File: config.mk
export PLATFORM = sky130hd
export DESIGN_NAME = pitch_scale_quantizer_unit
export DESIGN_NICKNAME = d
export VERILOG_FILES = /design/src/hw/rtl/psq_pkg.sv /design/src/hw/rtl/pitch_scale_quantizer_unit.sv /design/src/hw/rtl/psq_front.sv /design/src/hw/rtl/psq_queue.sv /design/src/hw/rtl/psq_back.sv
export SDC_FILE = /design/constraint.sdc
export NUM_CORES = 2
export LEC_CHECK = 0
export BUFFER_PORTS_ARGS = -buffer_cell sky130_fd_sc_hd__buf_2
export CORE_ASPECT_RATIO = 0.8
export CORE_UTILIZATION = 25
export DETAILED_ROUTE_END_ITERATION = 7
export PLACE_DENSITY = 0.38
export RECOVER_POWER = 50
export SKIP_CTS_REPAIR_TIMING = 1
export SYNTH_ARGS = -nofsm -noshare
export SYNTH_HDL_FRONTEND = slang
export SYNTH_SLANG_ARGS = --single-unit
File: constraint.sdc
create_clock -name clock -period 8.2 [get_ports clock]
set_input_delay 0.41 -clock clock [delete_from_list [all_inputs] [get_ports clock]]
set_output_delay 0.41 -clock clock [all_outputs]
set_load 0.005 [all_outputs]
File: src/hw/rtl/psq_pkg.sv
// Pitch scale quantizer package: shared constants, payload and config structs,
// and the scale-mask helper functions used by the back end.
// No dependencies.
`timescale 1ns / 1ps

package psq_pkg;

   localparam int CHANNELS    = 16;
   localparam int CH_IDX_W    = (CHANNELS > 1) ? $clog2(CHANNELS) : 1;
   localparam logic [4:0] CH_LIMIT = 5'(CHANNELS);

   localparam int QUEUE_DEPTH = 4;
   localparam int QPTR_W      = $clog2(QUEUE_DEPTH);

   localparam logic [11:0] SCALE_MASK_RESET    = 12'd2741;
   localparam logic [1:0]  ROUND_SEL_RESET     = 2'd1;
   localparam logic        EQUAL_LIKELY_RESET  = 1'b0;
   localparam logic [15:0] PULSE_SAMPLES_RESET = 16'd48;

   typedef enum logic [1:0] {
      ROUND_DOWN    = 2'd0,
      ROUND_NEAREST = 2'd1,
      ROUND_UP      = 2'd2
   } round_type;

   typedef enum logic [1:0] {
      REG_SCALE_MASK    = 2'd0,
      REG_ROUND_SEL     = 2'd1,
      REG_EQUAL_LIKELY  = 2'd2,
      REG_PULSE_SAMPLES = 2'd3
   } reg_index_type;

   typedef struct packed {
      logic [11:0] scale_mask;
      logic [1:0]  round_sel;
      logic        equal_likely;
      logic [15:0] pulse_samples;
   } psq_cfg_type;

   // One classified sample on its way from the front end to the back end.
   typedef struct packed {
      logic [3:0]         channel;
      logic signed [7:0]  octave;
      logic [11:0]        frac;
      logic signed [16:0] root;
   } psq_item_type;

   // Highest enabled note at or below semitone n.
   function automatic logic [3:0] note_lower(input logic [11:0] en, input logic [3:0] n);
      logic [3:0] lo;
      lo = 4'd0;
      for (int i = 0; i < 12; i++) begin
         if (en[i] && (4'(i) <= n)) begin
            lo = 4'(i);
         end
      end
      return lo;
   endfunction

   // Lowest enabled note above semitone n, or 12 for the next octave's root.
   function automatic logic [3:0] note_upper(input logic [11:0] en, input logic [3:0] n);
      logic [3:0] hi;
      hi = 4'd12;
      for (int i = 11; i >= 1; i--) begin
         if (en[i] && (4'(i) > n)) begin
            hi = 4'(i);
         end
      end
      return hi;
   endfunction

   function automatic logic [3:0] note_count(input logic [11:0] en);
      logic [3:0] k;
      k = 4'd0;
      for (int i = 0; i < 12; i++) begin
         k = k + {3'd0, en[i]};
      end
      return k;
   endfunction

   // idx-th enabled note; any index past the last enabled note gives 12.
   function automatic logic [3:0] note_select(input logic [11:0] en, input logic [3:0] idx);
      logic [3:0] sel;
      logic [3:0] c;
      sel = 4'd12;
      c   = 4'd0;
      for (int i = 0; i < 12; i++) begin
         if (en[i]) begin
            if (c == idx) begin
               sel = 4'(i);
            end
            c = c + 4'd1;
         end
      end
      return sel;
   endfunction

endpackage

File: src/hw/rtl/pitch_scale_quantizer_unit.sv
// Pitch scale quantizer top level: register file, front end, queue, back end.
// Depends on psq_pkg, psq_front, psq_queue and psq_back.
`timescale 1ns / 1ps

// Quantizes one channel's pitch sample (3072 LSB per volt, 256 LSB per
// semitone) to the nearest enabled note of a 12-note scale, relative to a
// per-sample root offset, and flags note changes per channel with a trigger
// pulse lasting pulse_samples samples. The block takes one sample per clock
// while req_stall is low and returns one result per sample, in order. The
// front end registers the sample, which then passes through the queue, the
// back end's three stages and the result register. A four-entry queue sits
// between front and back: with rsp_stall high the block keeps taking samples
// until the queue and the front register are full (up to nine samples in
// flight), then raises req_stall. Channel state (last pitch and remaining
// pulse length) lives in flip-flops cleared by reset, so there is no start-up
// sweep. Write the configuration registers only while no sample is in flight.

module pitch_scale_quantizer_unit (
   input  logic                clock,
   input  logic                reset,
   // sample input
   input  logic                req_valid,
   output logic                req_stall,
   input  logic [3:0]          req_channel,
   input  logic signed [16:0]  req_cv_in,
   input  logic signed [16:0]  req_root_offset,
   // result output
   output logic                rsp_valid,
   input  logic                rsp_stall,
   output logic [3:0]          rsp_channel_out,
   output logic signed [18:0]  rsp_cv_out,
   output logic                rsp_trigger,
   // register port
   input  logic                csr_psel,
   input  logic                csr_penable,
   input  logic                csr_pwrite,
   input  logic [3:0]          csr_paddr,
   input  logic [31:0]         csr_pwdata,
   output logic [31:0]         csr_prdata,
   output logic                csr_pready
);

   psq_pkg::psq_cfg_type  cfg_ff;
   psq_pkg::psq_cfg_type  cfg_in;
   psq_pkg::psq_item_type push_item;
   psq_pkg::psq_item_type head_item;
   logic                  csr_wr;
   logic                  q_full;
   logic                  q_push;
   logic                  q_pop;
   logic                  q_valid;

   // register file; transfer completes on the access cycle
   assign csr_pready = 1'b1;
   assign csr_wr     = csr_psel & csr_penable & csr_pwrite & csr_pready;

   always_comb begin
      cfg_in = cfg_ff;
      if (csr_wr) begin
         case (csr_paddr[3:2])
            psq_pkg::REG_SCALE_MASK:    cfg_in.scale_mask    = csr_pwdata[11:0];
            psq_pkg::REG_ROUND_SEL:     cfg_in.round_sel     = csr_pwdata[1:0];
            psq_pkg::REG_EQUAL_LIKELY:  cfg_in.equal_likely  = csr_pwdata[0];
            psq_pkg::REG_PULSE_SAMPLES: cfg_in.pulse_samples = csr_pwdata[15:0];
            default:                    cfg_in = cfg_ff;
         endcase
      end
   end

   always_ff @(posedge clock) begin
      if (reset) begin
         cfg_ff.scale_mask    <= psq_pkg::SCALE_MASK_RESET;
         cfg_ff.round_sel     <= psq_pkg::ROUND_SEL_RESET;
         cfg_ff.equal_likely  <= psq_pkg::EQUAL_LIKELY_RESET;
         cfg_ff.pulse_samples <= psq_pkg::PULSE_SAMPLES_RESET;
      end else begin
         cfg_ff <= cfg_in;
      end
   end

   // read back, zero-extended
   always_comb begin
      case (csr_paddr[3:2])
         psq_pkg::REG_SCALE_MASK:    csr_prdata = {20'd0, cfg_ff.scale_mask};
         psq_pkg::REG_ROUND_SEL:     csr_prdata = {30'd0, cfg_ff.round_sel};
         psq_pkg::REG_EQUAL_LIKELY:  csr_prdata = {31'd0, cfg_ff.equal_likely};
         psq_pkg::REG_PULSE_SAMPLES: csr_prdata = {16'd0, cfg_ff.pulse_samples};
         default:                    csr_prdata = '0;
      endcase
   end

   // front end: offset removal and octave split
   psq_front u_front (
      .clock           (clock),
      .reset           (reset),
      .req_valid       (req_valid),
      .req_stall       (req_stall),
      .req_channel     (req_channel),
      .req_cv_in       (req_cv_in),
      .req_root_offset (req_root_offset),
      .q_full          (q_full),
      .q_push          (q_push),
      .q_item          (push_item)
   );

   // decouple the two halves so each can stall on its own
   psq_queue u_queue (
      .clock     (clock),
      .reset     (reset),
      .push      (q_push),
      .push_item (push_item),
      .full      (q_full),
      .pop       (q_pop),
      .valid     (q_valid),
      .head_item (head_item)
   );

   // back end: note choice, pitch rebuild, trigger, result register
   psq_back u_back (
      .clock           (clock),
      .reset           (reset),
      .cfg             (cfg_ff),
      .q_valid         (q_valid),
      .q_item          (head_item),
      .q_pop           (q_pop),
      .rsp_valid       (rsp_valid),
      .rsp_stall       (rsp_stall),
      .rsp_channel_out (rsp_channel_out),
      .rsp_cv_out      (rsp_cv_out),
      .rsp_trigger     (rsp_trigger)
   );

   // never push into a full queue
   assert property (@(posedge clock) disable iff (reset) q_push |-> !q_full)
      else $error("front pushed into a full queue");

   // never pop an empty queue
   assert property (@(posedge clock) disable iff (reset) q_pop |-> q_valid)
      else $error("back end popped an empty queue");

   // hold the back end while a result waits
   assert property (@(posedge clock) disable iff (reset)
                    (rsp_valid && rsp_stall) |-> !q_pop)
      else $error("queue popped while the result register was stalled");

   // stall the input only because the queue is full
   assert property (@(posedge clock) disable iff (reset) req_stall |-> q_full)
      else $error("input stalled with room in the queue");

endmodule

File: src/hw/rtl/psq_front.sv
// Pitch scale quantizer front end: takes a sample, removes the root offset and
// splits the pitch into octave and octave fraction. Depends on psq_pkg.
`timescale 1ns / 1ps

module psq_front (
   input  logic                 clock,
   input  logic                 reset,
   input  logic                 req_valid,
   output logic                 req_stall,
   input  logic [3:0]           req_channel,
   input  logic signed [16:0]   req_cv_in,
   input  logic signed [16:0]   req_root_offset,
   input  logic                 q_full,
   output logic                 q_push,
   output psq_pkg::psq_item_type q_item
);

   logic               f_vld_ff;
   logic               f_vld_in;
   logic [3:0]         f_ch_ff;
   logic signed [17:0] f_raw_ff;
   logic signed [16:0] f_root_ff;
   logic               accept;

   logic [7:0]  q10;
   logic [8:0]  v;
   logic [16:0] div_prod;
   logic [7:0]  quot;
   logic [7:0]  octave;
   logic [9:0]  oct_x3;
   logic [19:0] rem;

   assign req_stall = f_vld_ff & q_full;
   assign accept    = req_valid & ~req_stall;
   assign q_push    = f_vld_ff & ~q_full;

   always_comb begin
      f_vld_in = f_vld_ff;
      if (accept) begin
         f_vld_in = 1'b1;
      end else if (q_push) begin
         f_vld_in = 1'b0;
      end
   end

   always_ff @(posedge clock) begin
      if (reset) begin
         f_vld_ff <= 1'b0;
      end else begin
         f_vld_ff <= f_vld_in;
      end
   end

   always_ff @(posedge clock) begin
      if (accept) begin
         f_ch_ff   <= req_channel;
         f_raw_ff  <= 18'(req_cv_in) - 18'(req_root_offset);
         f_root_ff <= req_root_offset;
      end
   end

   // floor(raw / 3072) = floor(floor(raw / 1024) / 3); bias by 129 to stay positive
   always_comb begin
      q10      = f_raw_ff[17:10];
      v        = {1'b0, ~q10[7], q10[6:0]} + 9'd1;
      div_prod = {8'd0, v} * 17'd171;
      quot     = div_prod[16:9];
      octave   = quot - 8'd43;
      oct_x3   = {{2{octave[7]}}, octave} + {octave[7], octave, 1'b0};
      rem      = {{2{f_raw_ff[17]}}, f_raw_ff} - {oct_x3, 10'd0};
   end

   always_comb begin
      q_item.channel = f_ch_ff;
      q_item.octave  = octave;
      q_item.frac    = rem[11:0];
      q_item.root    = f_root_ff;
   end

endmodule

File: src/hw/rtl/psq_queue.sv
// Pitch scale quantizer decoupling queue between front and back end.
// Depends on psq_pkg.
`timescale 1ns / 1ps

module psq_queue (
   input  logic                  clock,
   input  logic                  reset,
   input  logic                  push,
   input  psq_pkg::psq_item_type push_item,
   output logic                  full,
   input  logic                  pop,
   output logic                  valid,
   output psq_pkg::psq_item_type head_item
);

   psq_pkg::psq_item_type      entry_ff [psq_pkg::QUEUE_DEPTH];
   logic [psq_pkg::QPTR_W-1:0] wr_ptr_ff;
   logic [psq_pkg::QPTR_W-1:0] wr_ptr_in;
   logic [psq_pkg::QPTR_W-1:0] rd_ptr_ff;
   logic [psq_pkg::QPTR_W-1:0] rd_ptr_in;
   logic [psq_pkg::QPTR_W:0]   cnt_ff;
   logic [psq_pkg::QPTR_W:0]   cnt_in;

   assign full      = (cnt_ff == (psq_pkg::QPTR_W + 1)'(psq_pkg::QUEUE_DEPTH));
   assign valid     = (cnt_ff != '0);
   assign head_item = entry_ff[rd_ptr_ff];

   always_comb begin
      wr_ptr_in = push ? wr_ptr_ff + 1'b1 : wr_ptr_ff;
      rd_ptr_in = pop ? rd_ptr_ff + 1'b1 : rd_ptr_ff;
      cnt_in    = cnt_ff + (psq_pkg::QPTR_W + 1)'(push) - (psq_pkg::QPTR_W + 1)'(pop);
   end

   always_ff @(posedge clock) begin
      if (reset) begin
         wr_ptr_ff <= '0;
         rd_ptr_ff <= '0;
         cnt_ff    <= '0;
      end else begin
         wr_ptr_ff <= wr_ptr_in;
         rd_ptr_ff <= rd_ptr_in;
         cnt_ff    <= cnt_in;
      end
   end

   always_ff @(posedge clock) begin
      if (push) begin
         entry_ff[wr_ptr_ff] <= push_item;
      end
   end

endmodule

File: src/hw/rtl/psq_back.sv
// Pitch scale quantizer back end: note selection, pitch rebuild and the
// per-channel change trigger, ending in the result register. Depends on psq_pkg.
`timescale 1ns / 1ps

module psq_back (
   input  logic                  clock,
   input  logic                  reset,
   input  psq_pkg::psq_cfg_type  cfg,
   input  logic                  q_valid,
   input  psq_pkg::psq_item_type q_item,
   output logic                  q_pop,
   output logic                  rsp_valid,
   input  logic                  rsp_stall,
   output logic [3:0]            rsp_channel_out,
   output logic signed [18:0]    rsp_cv_out,
   output logic                  rsp_trigger
);

   logic        adv;
   logic [11:0] en;

   // stage 1: note count times fraction
   logic                  b1_vld_ff, b1_vld_in;
   psq_pkg::psq_item_type b1_item_ff;
   logic [15:0]           b1_prod_ff;

   // stage 2: chosen note, octave wrap applied
   logic               b2_vld_ff, b2_vld_in;
   logic [3:0]         b2_ch_ff;
   logic [7:0]         b2_oct_ff;
   logic [3:0]         b2_note_ff;
   logic signed [16:0] b2_root_ff;

   // stage 3: rebuilt pitch
   logic        b3_vld_ff, b3_vld_in;
   logic [3:0]  b3_ch_ff;
   logic [18:0] b3_pitch_ff;
   logic        b3_in_range_ff;

   // result register
   logic        o_vld_ff, o_vld_in;
   logic [3:0]  o_ch_ff;
   logic [18:0] o_pitch_ff;
   logic        o_trig_ff;

   logic [18:0] last_ff  [psq_pkg::CHANNELS];
   logic [15:0] pulse_ff [psq_pkg::CHANNELS];

   logic [3:0]  n, lo, hi, note_norm, note_eq, note_sel, idx;
   logic [4:0]  lo_hi;
   logic [15:0] x;
   logic [12:0] idx_prod;
   logic [9:0]  oct_x3;
   logic [19:0] pitch_sum;

   logic [psq_pkg::CH_IDX_W-1:0] ch_idx;
   logic [15:0] pulse_old, pulse_arm, pulse_in;
   logic        changed, trig;
   logic        state_we;

   assign en    = cfg.scale_mask | 12'd1;
   assign adv   = ~o_vld_ff | ~rsp_stall;
   assign q_pop = adv & q_valid;

   assign b1_vld_in = adv ? q_valid   : b1_vld_ff;
   assign b2_vld_in = adv ? b1_vld_ff : b2_vld_ff;
   assign b3_vld_in = adv ? b2_vld_ff : b3_vld_ff;
   assign o_vld_in  = adv ? b3_vld_ff : o_vld_ff;

   always_ff @(posedge clock) begin
      if (reset) begin
         b1_vld_ff <= 1'b0;
         b2_vld_ff <= 1'b0;
         b3_vld_ff <= 1'b0;
         o_vld_ff  <= 1'b0;
      end else begin
         b1_vld_ff <= b1_vld_in;
         b2_vld_ff <= b2_vld_in;
         b3_vld_ff <= b3_vld_in;
         o_vld_ff  <= o_vld_in;
      end
   end

   always_ff @(posedge clock) begin
      if (adv) begin
         b1_item_ff <= q_item;
         b1_prod_ff <= {12'd0, psq_pkg::note_count(en)} * {4'd0, q_item.frac};
      end
   end

   // stage 2 selection
   always_comb begin
      n     = b1_item_ff.frac[11:8];
      lo    = psq_pkg::note_lower(en, n);
      hi    = psq_pkg::note_upper(en, n);
      lo_hi = {1'b0, lo} + {1'b0, hi};
      case (cfg.round_sel)
         psq_pkg::ROUND_DOWN: begin
            note_norm = lo;
            x         = b1_prod_ff;
         end
         psq_pkg::ROUND_UP: begin
            note_norm = (b1_item_ff.frac == {lo, 8'd0}) ? lo : hi;
            x         = b1_prod_ff + 16'd3071;
         end
         default: begin
            note_norm = (b1_item_ff.frac >= {lo_hi, 7'd0}) ? hi : lo;
            x         = b1_prod_ff + 16'd1536;
         end
      endcase
      // x / 3072 as (x >> 10) / 3
      idx_prod = {7'd0, x[15:10]} * 13'd171;
      idx      = idx_prod[12:9];
      note_eq  = psq_pkg::note_select(en, idx);
      note_sel = cfg.equal_likely ? note_eq : note_norm;
   end

   always_ff @(posedge clock) begin
      if (adv) begin
         b2_ch_ff   <= b1_item_ff.channel;
         b2_root_ff <= b1_item_ff.root;
         if (note_sel >= 4'd12) begin
            b2_note_ff <= 4'd0;
            b2_oct_ff  <= b1_item_ff.octave + 8'd1;
         end else begin
            b2_note_ff <= note_sel;
            b2_oct_ff  <= b1_item_ff.octave;
         end
      end
   end

   // stage 3: octave * 3072 + note * 256 + root
   always_comb begin
      oct_x3    = {{2{b2_oct_ff[7]}}, b2_oct_ff} + {b2_oct_ff[7], b2_oct_ff, 1'b0};
      pitch_sum = {oct_x3, 10'd0} + {8'd0, b2_note_ff, 8'd0}
                + {{3{b2_root_ff[16]}}, b2_root_ff};
   end

   always_ff @(posedge clock) begin
      if (adv) begin
         b3_ch_ff       <= b2_ch_ff;
         b3_pitch_ff    <= pitch_sum[18:0];
         b3_in_range_ff <= ({1'b0, b2_ch_ff} < psq_pkg::CH_LIMIT);
      end
   end

   // change detector and pulse counter, read and written in the same cycle
   always_comb begin
      ch_idx    = b3_ch_ff[psq_pkg::CH_IDX_W-1:0];
      pulse_old = pulse_ff[ch_idx];
      changed   = (b3_pitch_ff != last_ff[ch_idx]);
      pulse_arm = (changed && (cfg.pulse_samples > pulse_old)) ? cfg.pulse_samples
                                                               : pulse_old;
      trig      = (pulse_arm != 16'd0);
      pulse_in  = trig ? pulse_arm - 16'd1 : pulse_arm;
      state_we  = adv & b3_vld_ff & b3_in_range_ff;
   end

   always_ff @(posedge clock) begin
      if (reset) begin
         for (int i = 0; i < psq_pkg::CHANNELS; i++) begin
            last_ff[i]  <= '0;
            pulse_ff[i] <= '0;
         end
      end else if (state_we) begin
         last_ff[ch_idx]  <= b3_pitch_ff;
         pulse_ff[ch_idx] <= pulse_in;
      end
   end

   always_ff @(posedge clock) begin
      if (adv) begin
         o_ch_ff    <= b3_ch_ff;
         o_pitch_ff <= b3_pitch_ff;
         o_trig_ff  <= trig & b3_in_range_ff;
      end
   end

   assign rsp_valid       = o_vld_ff;
   assign rsp_channel_out = o_ch_ff;
   assign rsp_cv_out      = o_pitch_ff;
   assign rsp_trigger     = o_trig_ff;

endmodule

# Word-level counts from Yosys, hierarchy flattened
# Memory sizes are Yosys's and may differ from the RTL's. A register that Yosys moved wholly into a read port is not among the register bits.
# Index checks and enable logic that the tools add are counted.
totals:
  out_inout_bits: 59
  ff_bits: 219
  latchBits: 0
  n_memories: 3
  ram_bits: 724
  word_cells: 246
  romBits: 0
  in_bits: 81
classes:
  n_lt_le_gt_ge: 25
  div_mod_pow: 0
  add_sub_neg: 37
  eq_ne: 18
  bitwise_logic: 13
  n_reduce_logical: 35
  n_mux: 83
  n_shift: 0
  mul: 3
mem_list:
  columns: ["memory", "words", "word_bits", "read_ports", "rd_clocked_by_memory_dff", "wr", "line_no", "text"]
  rows:
  - ["u_back.last_ff", 16, 19, 1, 1, 16, "psq_back.sv:46", "logic [18:0] last_ff [psq_pkg::CHANNELS];"]
  - ["u_back.pulse_ff", 16, 16, 1, 1, 16, "psq_back.sv:47", "logic [15:0] pulse_ff [psq_pkg::CHANNELS];"]
  - ["u_queue.entry_ff", 4, 41, 1, 1, 1, "psq_queue.sv:16", "psq_pkg::psq_item_type entry_ff [psq_pkg::QUEUE_DEPTH];"]
ops:
  columns: ["operator", "n"]
  rows:
  - ["$mux 4", 56]
  - ["$pmux 32 s4", 1]
  - ["$mux 16", 3]
  - ["$add 4x1->4", 10]
  - ["$eq 4x4->1", 9]
  - ["$add 4x1->4 const B", 8]
  - ["$pmux 16 s2", 1]
  - ["$logic_and 1x1->1", 23]
  - ["$add 19x12->19", 1]
  - ["$add 19x19->19", 1]
  - ["$mux 19", 1]
  - ["$ne 19x19->1", 1]
  - ["$reduce_or 19->1", 1]
  - ["$sub 17x17->18", 1]
  - ["$mul 9x8->17 const B", 1]
  - ["$add 16x11->16 const B", 1]
  - ["$add 16x12->16 const B", 1]
  - ["$gt 16x16->1", 1]
  - ["$gt 3x4->1 const A", 4]
  - ["$gt 4x4->1 const A", 4]
  - ["$le 3x4->1 const A", 4]
  - ["$le 4x4->1 const A", 4]
  - ["$mul 4x12->16", 1]
  - ["$reduce_bool 16->1", 1]
  - ["40 further kinds", 75]

# Depth between registers and ports, before layout
depth:
  ltp_word: 30
  ltp_mapped: 36
  ltp_nobuf: 35

# Hierarchy
# A second synthesis with hierarchy kept.
unflattened:
  cells_unflattened: 3459
  area_unflattened_um2: 47943.5
by_module_without_submodules:
  columns: ["module", "n_inst", "cells_each", "seq_area_each_um2", "area_each_um2"]
  rows:
  - ["psq_back", 1, 2654, 21090.2, 36109.6]
  - ["psq_queue", 1, 257, 5104.9, 6404.9]
  - ["psq_front", 1, 376, 1191.1, 3813.7]
  - ["pitch_scale_quantizer_unit", 1, 172, 620.6, 1615.3]

# Worst setup path after synthesis
# Ideal clock, no wire load.
synth_path:
  path_type: "register to register"
  from: "register cfg_ff[20] (netlist bit)"
  to: "register u_back.b2_oct_ff[1], data pin"
  period_less_slack_ps: 7197
  slack_ps: 1003
  stages_incl_launch_ff: 33
  path_buffers: 1
  arrival_ps: 6938
  cell_sequence: "dfxtp_1 -> clkbuf_1 -> inv_1 -> fa_1 -> xor2_1 -> ha_1 -> and2_1 -> a211o_1 -> ha_1 -> nor2_1 -> or2_2 -> inv_1 -> ha_1 -> nand2_1 -> o21ai_0 -> ha_1 -> nand2b_1 -> nand2_1 -> inv_1 -> ha_1 -> and2_1 -> a31oi_1 -> inv_1 -> ha_1 -> nand2_1 -> o21ai_0 -> or3_1 -> a2111oi_0 -> nand3_1 -> mux2i_1 -> nor4b_4 -> a32oi_4 -> mux2_2"
synth_between:
  elab_chain_cells: 25
  word_cells_on_any_way: 73
synth_lines:
  columns: ["element", "line_no", "text"]
  rows:
  - ["start: declaration", "pitch_scale_quantizer_unit.sv:43", "psq_pkg::psq_cfg_type cfg_ff;"]
  - ["start signal: assignment", "pitch_scale_quantizer_unit.sv:77", "cfg_ff <= cfg_in;"]
  - ["$mux 2", "psq_pkg.sv:88", "if (en[i]) begin"]
  - ["$add 2x1->3 / $eq 2x4->1 (equally long branches)", "psq_pkg.sv:92, psq_pkg.sv:89", null]
  - ["$mux 4 (on tied branches)", "psq_pkg.sv:88, psq_pkg.sv:89", null]
  - ["$add 4x1->4 (tied with other cells)", "psq_pkg.sv:92", "c = c + 4'd1;"]
  - ["$mux 4 (on tied branches)", "psq_pkg.sv:88, psq_pkg.sv:89", null]
  - ["$add 4x1->4 (tied with other cells)", "psq_pkg.sv:92", null]
  - ["$mux 4 (on tied branches)", "psq_pkg.sv:88, psq_pkg.sv:89", null]
  - ["$add 4x1->4 (tied with other cells)", "psq_pkg.sv:92", null]
  - ["[9 not listed]", null, null]
  - ["$add 4x1->4 (tied with other cells)", "psq_pkg.sv:92", null]
  - ["$mux 4 (on tied branches)", "psq_pkg.sv:88, psq_pkg.sv:89", null]
  - ["$eq 4x4->1 / $mux 4 (equally long branches)", "psq_pkg.sv:89, psq_pkg.sv:88", null]
  - ["$mux 4", "psq_pkg.sv:89", "if (c == idx) begin"]
  - ["$mux 4", "psq_pkg.sv:88", null]
  - ["$mux 4 *", "psq_back.sv:115", "note_sel = cfg.equal_likely ? note_eq : note_norm;"]
  - ["$ge 4x4->1 *", "psq_back.sv:122", "if (note_sel >= 4'd12) begin"]
  - ["$mux 8 *", "psq_back.sv:122", null]
  - ["end signal: assignment", "psq_back.sv:124", "b2_oct_ff <= b1_item_ff.octave + 8'd1;"]
  - ["end signal: assignment", "psq_back.sv:127", "b2_oct_ff <= b1_item_ff.octave;"]
  - ["end: declaration", "psq_back.sv:30", "logic [7:0] b2_oct_ff;"]
# Mark *: on every way between the ends. The rest lies on a longest branch, timed or not.
# A chain may end at the register's enable or synchronous reset.

# Worst setup path in the final report
layout_path:
  from: "register u_back.b1_prod_ff[5]"
  to: "register u_back.b2_oct_ff[7], data pin"
layout_between:
  elab_chain_cells: 30
  word_cells_on_any_way: 42
layout_lines:
  columns: ["element", "line_no", "text"]
  rows:
  - ["start: declaration", "psq_back.sv:25", "logic [15:0] b1_prod_ff;"]
  - ["start signal: assignment", "psq_back.sv:87", "b1_prod_ff <= {12'd0, psq_pkg::note_count(en)} * {4'd0, q_item.frac};"]
  - ["$add 16x11->16 / $add 16x12->16 (equally long branches)", "psq_back.sv:108, psq_back.sv:104", null]
  - ["$pmux 16 s2 *", "psq_back.sv:97", "case (cfg.round_sel)"]
  - ["$mul 6x8->13 *", "psq_back.sv:112", "idx_prod = {7'd0, x[15:10]} * 13'd171;"]
  - ["$logic_not 4->1", "psq_pkg.sv:89", null]
  - ["$mux 4 (2 in a row)", "psq_pkg.sv:89", null]
  - ["$mux 4", "psq_pkg.sv:88", null]
  - ["$mux 4", "psq_pkg.sv:89", null]
  - ["$mux 4", "psq_pkg.sv:88", null]
  - ["[13 not listed]", null, null]
  - ["$mux 4", "psq_pkg.sv:88", null]
  - ["$mux 4", "psq_pkg.sv:89", null]
  - ["$mux 4", "psq_pkg.sv:88", null]
  - ["$mux 4", "psq_pkg.sv:89", null]
  - ["$mux 4 *", "psq_pkg.sv:88", null]
  - ["$mux 4 *", "psq_back.sv:115", null]
  - ["$ge 4x4->1 *", "psq_back.sv:122", null]
  - ["$mux 8 *", "psq_back.sv:122", null]
# Marked as above.

==> tab_implementation.tex <==
\begin{tabular}{lr}
\hline
Metric & Value \\
\hline
\multicolumn{2}{l}{\textbf{Synthesis}} \\
Yosys top cell area share & 57.0\% \\
Primary FF master, synth & edfxtp\_1 \\
Number of warnings issued by yosys & 0 \\
Most frequent cell after synthesis & edfxtp\_1 \\
Number of library cell types mapped by synthesis & 94 \\
Netlist area before placement & about 0.047 mm2 \\
Top cells by instance count after synthesis & 900 x edfxtp\_1, 376 x nor2\_1, 244 x and3\_1, 207 x inv\_1, 204 x mux4\_2 \\
Async set-reset flop share out of synthesis & 0\% \\
Post-synth EDFFs & 900 \\
Post-Syn Area per Cell & 13.8 um2 \\
Synthesized flop and latch total & around 950 \\
Synth top area cells & edfxtp\_1 57\%, mux4\_2 9.7\%, ha\_1 4.7\% \\
Synth area leader & edfxtp\_1 \\
Proportion of synthesized chip area in sequential cells & between 50\% and 60\% \\
Cell count after synthesis & around 3.4k \\
\multicolumn{2}{l}{\textbf{GRT}} \\
Maximum number of pins on one net before global-route repair & 95 \\
First-pass GRT wire length & 203 mm \\
Antenna violations before repair & 11 \\
Overall global routing resource usage & around 14\% \\
Total congestion overflow & 0 \\
Vias in the first global route & a little under 30k \\
\multicolumn{2}{l}{\textbf{Route}} \\
Final routed wirelength across all metal layers & 137 mm \\
Via count & around 28k \\
Detail-routed net length per standard cell & roughly 22 um \\
Starting DRC count in detailed routing & roughly 2.2k \\
Avg Vias per Cell & 4.49 \\
Final antenna-violating net count & 0 \\
Final routed DRC violation total & 0 \\
Number of optimization iterations in the first detailed-route pass & 5 \\
\multicolumn{2}{l}{\textbf{Cells and area}} \\
Final \#Nets & about 4k \\
Layout Cells excl Fill & between 6k and 7k \\
Layout filler cell count & between 15k and 20k \\
Layout cell share with drive strength beyond 1 & approximately 15\% \\
Synthesis-to-finish area growth & 15.2\% \\
\multicolumn{2}{l}{\textbf{Power and ir drop}} \\
Standby leakage power & around 0.021 uW \\
Pwr/cell area & 460 mW/mm2 \\
Max rail drop VDD & between 0.3 and 0.4 mV \\
\multicolumn{2}{l}{\textbf{Flow run}} \\
Reported max-cap violation count & 13 \\
\multicolumn{2}{l}{\textbf{STA}} \\
Final worst clock skew & approximately 0.030 ns \\
Post-route fraction of the period consumed by the critical path & around nine tenths \\
Hold Fails Final Rpt & 0 \\
Slew HR & -118\% \\
Achievable clock frequency & 134 MHz \\
Tmin final & $\sim$7.5 ns \\
Final count of pins violating max slew & 498 \\
Least-Margin Pin Slew & around 3.3 ns \\
RSZ-0062 raised after global routing & false \\
Number of setup violations in the final report & 0 \\
Total Negative Setup Slacks & 0 ns \\
\multicolumn{2}{l}{\textbf{Status}} \\
Status & finished, violations left \\
Violated checks & capacitance limit, slew limit \\
\multicolumn{2}{l}{\textbf{Place}} \\
Routability-driven placement congestion ratio & about 0.76 \\
Half-perimeter wire length after placement & $\sim$85 mm \\
Total of buffers placed on input and output ports & 104 \\
Placed instance count & 5962 \\
\multicolumn{2}{l}{\textbf{Floorplan}} \\
Vertical die dimension & around 390 um \\
Core Region & 0.188 mm2 \\
Count of boundary I/O pins & 140 \\
Starting density of the core & 25.2\% \\
Number of placement rows & about 140 \\
Die Footprint & $\sim$0.19 mm2 \\
Die X & just under 500 um \\
\multicolumn{2}{l}{\textbf{Clock tree}} \\
Root buffer selected by CTS & clkbuf\_16 \\
Maximum buffer depth of the clock tree & 3 \\
Number of sinks on the clock net & around 950 \\
Number of clock buffers inserted by TritonCTS & 107 \\
Register clock-pin slew on the reported worst setup and hold paths & 0.06 ns \\
Max H-tree Level & 3 \\
Clock latency on the worst-skew pair & between 0.7 and 0.8 ns \\
CTS tree & built \\
\multicolumn{2}{l}{\textbf{Worst hold path}} \\
Worst hold path type & in -> reg \\
\multicolumn{2}{l}{\textbf{Worst setup path}} \\
Worst setup SP type & flop \\
Data arrival, critical path & a little under 8 ns \\
Crit-path max cell delay & between 0.4 and 0.5 ns \\
Cell type with the highest occurrence count on the critical path & inv\_1 \\
Setup CP Type & reg -> reg \\
Worst path required time & roughly 8.6 ns \\
Critical Path Slowest Stage Cell & xnor3\_2 \\
Worst setup EP type & flop \\
Maximum fanout count along the critical path & 8 \\
\hline
\end{tabular}
## power breakdown
| part | internal, uW | total [uW] | switching (uW) |
|---|---|---|---|
| Combinational | 5360 | 13200 | 7800 |
| Clock | 2610 | 4650 | 2030 |
| Sequential | 6680 | 7320 | 636 |
## metal layers
layer	GRT usage [%]	routed length (um)	share of wire, %	vias up
met4	2.63	2020	1.5	0
met5	0	0	0	-
met1	20.4	65300	48	14259
met3	1.94	5010	3.7	125
li1	-	-	-	12945
met2	23.4	64600	47	512
## per-stage QoR
stage	area [um2]	util [%]	hold slack [ns]	total power (uW)	setup slack, ns
after CTS	54500	29.0	-0.187	25600	0.669
after detailed placement	51200	27.2	0.405	20800	0.685
final	54600	29.1	0.0239	25100	0.714
after floorplan	47500	-	0.400	16700	1.00
after global placement	51200	27.2	0.403	20900	0.730
after global routing	54600	29.1	0.00248	27100	0.104
## critical path: cells and delay by family, from the launching register on
kind                     cells  cell delay [ns]
buffers and inverters        7             0.96
AO/OA/AOI/OAI                6             1.48
adder cells (fa/ha/maj)      4             1.37
XOR/XNOR                     5             1.37
flip-flops                   1             0.37
AND/OR/NAND/NOR              6             1.51
multiplexers                 1             0.13
## logic make-up (layout without fill, tap and decap cells)
logic type | after synthesis | in the layout | share of synthesized area, %
buffers and inverters | 429 | 664 | 3.89
AND/OR/NAND/NOR | 1090 | 1090 | 11.4
flip-flops | 949 | 949 | 59.1
other | 2 | 19 | 0.0158
XOR/XNOR | 148 | 148 | 3.00
multiplexers | 271 | 271 | 11.3
AO/OA/AOI/OAI | 297 | 297 | 4.18
adder cells (fa/ha/maj) | 236 | 236 | 7.13
## cell usage in the layout (no fill, tap or decap), types with 27 or more instances in the layout
| master | Yosys | final |
|---|---|---|
| edfxtp_1 | 900 | 900 |
| mux4_2 | 204 | 204 |
| clkbuf_16 | 0 | 109 |
| nand2b_1 | 27 | 27 |
| xnor2_1 | 99 | 99 |
| and2_1 | 96 | 81 |
| nor3_1 | 31 | 30 |
| dfxtp_1 | 49 | 44 |
| buf_2 | 31 | 60 |
| fa_1 | 57 | 57 |
| mux2i_1 | 56 | 56 |
| buf_4 | 35 | 81 |
| dlygate4sd3_1 | 0 | 37 |
| o21ai_0 | 52 | 52 |
| nor2_1 | 376 | 375 |
| and3_1 | 244 | 244 |
| a21oi_1 | 89 | 89 |
| ha_1 | 178 | 178 |
| nand2_1 | 180 | 167 |
| clkbuf_1 | 135 | 98 |
| xor2_1 | 37 | 37 |
| inv_1 | 207 | 207 |
| nand3_1 | 40 | 40 |
| clkinv_1 | 2 | 27 |
## worst paths after layout
path,start,end,slack [ns],cells past startpoint
max,u_back.b1_prod_ff[5]$_DFFE_PN_,u_back.b2_oct_ff[7]$_DFFE_PN_,0.71,29
min,req_valid,u_front.f_vld_ff$_SDFFE_PP0P_,0.02,3
max reg2reg,u_back.b1_prod_ff[5]$_DFFE_PN_,u_back.b2_oct_ff[7]$_DFFE_PN_,0.71,29
min reg2reg,u_back.b1_item_ff[15]$_DFFE_PN_,u_back.b2_root_ff[15]$_DFFE_PN_,0.41,0
## area by class of cell
cell class,count,area (um2),area share [%]
Clock inverter,67,518,0.949
Sequential cell,949,28000,51.3
Tap cell,2520,3150,5.77
Inverter,210,793,1.45
Antenna cell,2,5.00,0.00917
Timing Repair Buffer,261,1620,2.97
Clock buffer,126,2790,5.11
Multi-Input combinational cell,2059,17700,32.4
## sequential cells by signal, indices dropped and copies added (netlist names), 17 cells and up, named ones only
signal              cells
u_back.last_ff        304
u_back.pulse_ff       256
u_queue.entry_ff      164
u_back.b1_item_ff      41
cfg_ff                 31
u_back.b3_pitch_ff     19
u_back.rsp_cv_out      19
u_front.f_raw_ff       18
u_back.b2_root_ff      17
u_front.f_root_ff      17
(Power assumes the default switching activity.)
